$ cat src/rtl/core/exr_pkg.sv
// ----------------------------------------------------------------------------
// exr_pkg
// Shared types and constants for the Euler XYZ vertex rotation pipeline.
// ----------------------------------------------------------------------------
package exr_pkg;

  // Coordinate and trig value formats.
  localparam int COORD_WIDTH = 32;
  localparam int TRIG_WIDTH  = 16;
  // Exact product of a coordinate and a trig value, and the sum of two such.
  localparam int PROD_WIDTH  = COORD_WIDTH + TRIG_WIDTH;
  localparam int SUM_WIDTH   = PROD_WIDTH + 1;

  // Configuration port geometry.
  localparam int CFG_ADDR_WIDTH = 5;
  localparam int CFG_DATA_WIDTH = 32;
  localparam int REG_IDX_WIDTH  = 3;

  typedef logic signed [COORD_WIDTH-1:0] coord_t;
  typedef logic signed [TRIG_WIDTH-1:0]  trig_t;

  // Register indexes, word addressed on the configuration port.
  typedef enum logic [REG_IDX_WIDTH-1:0] {
    REG_COS_X = 3'd0,
    REG_SIN_X = 3'd1,
    REG_COS_Y = 3'd2,
    REG_SIN_Y = 3'd3,
    REG_COS_Z = 3'd4,
    REG_SIN_Z = 3'd5
  } reg_idx_t;

  // Reset values of the trig registers (identity rotation).
  localparam trig_t TRIG_ONE  = 16'sd16384;
  localparam trig_t TRIG_ZERO = 16'sd0;

  // Trig values for all three axes.
  typedef struct packed {
    trig_t cos_x;
    trig_t sin_x;
    trig_t cos_y;
    trig_t sin_y;
    trig_t cos_z;
    trig_t sin_z;
  } trig_cfg_t;

  // Input item: one vertex.
  typedef struct packed {
    coord_t x_in;
    coord_t y_in;
    coord_t z_in;
  } in_item_t;

  // Result item: one rotated vertex.
  typedef struct packed {
    coord_t x_out;
    coord_t y_out;
    coord_t z_out;
  } out_item_t;

endpackage

$ cat src/rtl/core/exr_cfg_regs.sv
// ----------------------------------------------------------------------------
// exr_cfg_regs
// APB-style register file holding the sine and cosine of each axis.
// ----------------------------------------------------------------------------
module exr_cfg_regs (
  input  logic                                clk,
  input  logic                                rst_n,
  input  logic                                psel,
  input  logic                                penable,
  input  logic                                pwrite,
  input  logic [exr_pkg::CFG_ADDR_WIDTH-1:0]  paddr,
  input  logic [exr_pkg::CFG_DATA_WIDTH-1:0]  pwdata,
  output logic [exr_pkg::CFG_DATA_WIDTH-1:0]  prdata,
  output logic                                pready,
  output exr_pkg::trig_cfg_t                  trig_cfg
);

  exr_pkg::trig_cfg_t trig_r;
  exr_pkg::trig_cfg_t trig_nxt;
  exr_pkg::reg_idx_t  idx;
  exr_pkg::trig_t     wr_val;
  exr_pkg::trig_t     rd_val;
  logic               wr_en;

  // Registers are word aligned; the two low address bits are ignored.
  assign idx    = exr_pkg::reg_idx_t'(paddr[exr_pkg::CFG_ADDR_WIDTH-1:2]);
  assign wr_en  = psel && penable && pwrite;
  assign wr_val = exr_pkg::trig_t'(pwdata[exr_pkg::TRIG_WIDTH-1:0]);
  assign pready = 1'b1;

  // Write decode; indexes past the last register are dropped.
  always_comb begin
    trig_nxt = trig_r;
    if (wr_en) begin
      unique case (idx)
        exr_pkg::REG_COS_X: trig_nxt.cos_x = wr_val;
        exr_pkg::REG_SIN_X: trig_nxt.sin_x = wr_val;
        exr_pkg::REG_COS_Y: trig_nxt.cos_y = wr_val;
        exr_pkg::REG_SIN_Y: trig_nxt.sin_y = wr_val;
        exr_pkg::REG_COS_Z: trig_nxt.cos_z = wr_val;
        exr_pkg::REG_SIN_Z: trig_nxt.sin_z = wr_val;
        default:            trig_nxt = trig_r;
      endcase
    end
  end

  // Register storage with the identity rotation at reset.
  always_ff @(posedge clk) begin
    if (!rst_n) begin
      trig_r.cos_x <= exr_pkg::TRIG_ONE;
      trig_r.sin_x <= exr_pkg::TRIG_ZERO;
      trig_r.cos_y <= exr_pkg::TRIG_ONE;
      trig_r.sin_y <= exr_pkg::TRIG_ZERO;
      trig_r.cos_z <= exr_pkg::TRIG_ONE;
      trig_r.sin_z <= exr_pkg::TRIG_ZERO;
    end else begin
      trig_r <= trig_nxt;
    end
  end

  // Read mux; values are returned zero extended.
  always_comb begin
    unique case (idx)
      exr_pkg::REG_COS_X: rd_val = trig_r.cos_x;
      exr_pkg::REG_SIN_X: rd_val = trig_r.sin_x;
      exr_pkg::REG_COS_Y: rd_val = trig_r.cos_y;
      exr_pkg::REG_SIN_Y: rd_val = trig_r.sin_y;
      exr_pkg::REG_COS_Z: rd_val = trig_r.cos_z;
      exr_pkg::REG_SIN_Z: rd_val = trig_r.sin_z;
      default:            rd_val = exr_pkg::TRIG_ZERO;
    endcase
  end

  assign prdata   = {{(exr_pkg::CFG_DATA_WIDTH-exr_pkg::TRIG_WIDTH){1'b0}}, rd_val};
  assign trig_cfg = trig_r;

endmodule

$ cat config.mk
export PLATFORM = sky130hd
export DESIGN_NAME = exr_cfg_regs
export DESIGN_NICKNAME = d
export VERILOG_FILES = /design/src/rtl/core/exr_pkg.sv /design/src/rtl/core/exr_cfg_regs.sv
export SDC_FILE = /design/constraint.sdc
export NUM_CORES = 1
export LEC_CHECK = 0
export ABC_AREA = 1
export BUFFER_PORTS_ARGS = -buffer_cell sky130_fd_sc_hd__buf_2
export CAP_MARGIN = 20
export CORE_MARGIN = 5
export CORE_UTILIZATION = 25
export CTS_BUF_LIST = sky130_fd_sc_hd__clkbuf_16
export CTS_CLUSTER_DIAMETER = 40
export DETAILED_ROUTE_END_ITERATION = 8
export SLEW_MARGIN = 20
export SYNTH_ARGS = -nofsm -noshare
export SYNTH_HDL_FRONTEND = slang
export SYNTH_SLANG_ARGS = --single-unit
$ cat constraint.sdc
create_clock -name clk -period 5.3 [get_ports clk]
set_input_delay 1.59 -clock clk [delete_from_list [all_inputs] [get_ports clk]]
set_output_delay 1.59 -clock clk [all_outputs]
set_load 0.02 [all_outputs]
==> results_dict.tcl <==
set metrics [dict create \
    cp_cell_sequence "buf_2 -> inv_2 -> buf_4 -> nand2_2 -> nor2_4 -> nand2_1 -> nand2_1 -> inv_1 -> nand2_1 -> buf_2" \
    cts_made_buffers 9 \
    core_um2 19500 \
    relSlewSlack_pct 52.4 \
    critPathMaxStageDelay_ns 0.51 \
    synth_mux_area_share_pct 0 \
    endpoint_kind "output port" \
    critical_path_class "primary input to output port" \
    cp-start-kind "primary input" \
    grt_setup_unrepaired "no" \
    netlist_top_cells_area "dfxtp_1 (39%), nand2_1 (17%), nor2_1 (16%)" \
    synth_top_area_share_pct 39.0 \
    die_h_um 150 \
    area_growth_pct 20.1 \
    cp_slowest_cell "nor2_4" \
    clock_latency_ns 0.35 \
    grt-ovfl-total 0 \
    ctsHtreeMaxLevel 3 \
    syn_area_um2 4930 \
    preCtsSetupSlack_ns 0.546 \
    period_share_pct 90.6 \
    cp_max_fo 25 \
    clockBufferDepth 2 \
    dr.pass1.iters 5 \
    leakagePower_nw 2.96 \
    syn_area_per_cell_um2 6.31 \
    drc_errors 0 \
    outcome "finished clean" \
    final_layout_size_suffix_gt1_share_pct 19.5 \
    finalSetupTns_ns 0 \
    numPortBuffers 135 \
    place_area_um2 5670 \
    crit_top_cell "nand2_1" \
    synth_fa_ha_area_share_pct 0 \
    finalInstanceArea_um2 5920 \
    wire_per_inst_um 17.2 \
    cts-root-buf "clkbuf_16" \
    drtIter0Drc 426 \
    ys_seq_elements 96 \
    stdcell_count 1149 \
    io_pins 171 \
    post-route-min-period_ns 4.80 \
    finalWirelength_mm 19.7 \
    initial_core_util_pct 25.3 \
    setup_ws_ns 0.497 \
    finClkSkew_ns 0 \
    worst_pin_slew_ns 0.714 \
    hold_viol 0 \
    final_cell_mix "nand2_1 (223), nor2_1 (204), buf_2 (135), nand3_1 (99), dfxtp_1 (96)" \
    synth-compound-area-share_pct 0.508 \
    grt_pass1_wl_mm 28.5 \
    report.final.setup_viol 0 \
    grt_pass1_vias 4499 \
    grt_max_degree 62 \
    final_common_cell "nand2_1" \
    synthDistinctLibCells 21 \
    synth_seq_area_share_pct 39.0 \
    ir_drop_mv 0.146 \
    antenna_cells 0 \
    cts.sinks 96 \
    vias 5179 \
    cap_violations 0 \
    synth-xor-area-share_pct 0 \
    clk_pin_slew_ns 0.06 \
    power_density_nw_per_um2 253 \
    fp.dieW_um 150 \
    dp.cells 1135 \
    cts_resized 0 \
    regArea_um2 1920 \
    yosys.area.top_type "dfxtp_1" \
    antenna_found_initial 0 \
    cts_hold_buf 0 \
    viasPerCell 4.51 \
    arrival_ns 3.21 \
    synth_simple_gate_area_share_pct 49.6 \
    ys_warn_count 0 \
    required_ns 3.71 \
    syn_inst 781 \
    multi_input_area_um2 2540 \
    post-dp-hpwl_mm 14.2 \
    drv_slew 0 \
    cts_setup_buffers 0 \
    place_congestion 0.866 \
    die_area_um2 22600 \
    grt_usage_pct 17.0 \
    cts_tree "built" \
    synth_top_family_by_area "simple AND/OR/NAND/NOR gates" \
    largest_reg_flops 96 \
    ant_nets 0 \
    hold_class "flip-flop to flip-flop" \
    fmax_ghz 0.208 \
    rows 51 \
    nNetsFinal 923 \
    fillers 2214 \
]
==> metal layers <==
layer,up-vias,routed length (µm),global-route usage [%]
met2,204,9090,26.0
met3,17,1680,4.52
met5,-,0,0
met1,2359,8710,24.0
met4,0,251,4.12
li1,2599,-,-
==> worst max-delay path: cells and delay by family <==
| family | cells | cell delay, ns |
|---|---|---|
| buf+inv | 5 | 0.69 |
| simple gates | 5 | 0.92 |
==> path summary, 6_finish.rpt <==
| path | start | end | slack [ns] | cells after the start |
|---|---|---|---|---|
| worst max-delay path | paddr[4] | prdata[4] | 0.50 | 10 |
| worst min-delay path | trig_cfg[15] | trig_cfg[15] | 0.50 | 2 |
| worst max register to register | trig_cfg[33] | trig_cfg[33] | 4.65 | 2 |
| worst min register to register | trig_cfg[15] | trig_cfg[15] | 0.50 | 2 |
==> stage by stage <==
stage	hold WS [ns]	utilization, %	power, mW
after detailed placement	0.488	29.1	0.928
after CTS	0.497	30.4	1.51
final	0.500	30.4	1.50
after floorplan	0.566	-	0.880
after global placement	0.478	29.1	0.927
after global routing	0.520	30.4	1.56
==> synth_stat cells (all sizes together) <==
master / number
o21ai: 3
nand2: 224
dfxtp: 96
clkbuf: 10
nor2: 216
nand4: 30
conb: 2
a21oi: 2
clkinv: 1
buf: 60
nand3: 102
inv: 35
==> where the power goes <==
| group | internal (mW) | switching, mW |
|---|---|---|
| registers | 0.731 | 0.00753 |
| clock network | 0.305 | 0.282 |
| logic | 0.0401 | 0.135 |
==> layout make-up <==
type	count	area share, %
sequential	96	32.5
multi-input combinational	594	43.0
inverter	36	2.28
timing repair buffer	144	12.6
clock inverter	5	0.317
clock buffer	9	3.80
tap	265	5.60
==> kinds of logic (layout without fill, tap and decap cells) <==
group                  count (synthesis)  count (layout)
other                                  2              17
AO/OA/AOI/OAI                          5               5
flip-flops                            96              96
AND/OR/NAND/NOR                      572             572
buffers and inverters                106             194
Note: power is estimated with default switching activity, not from simulation.
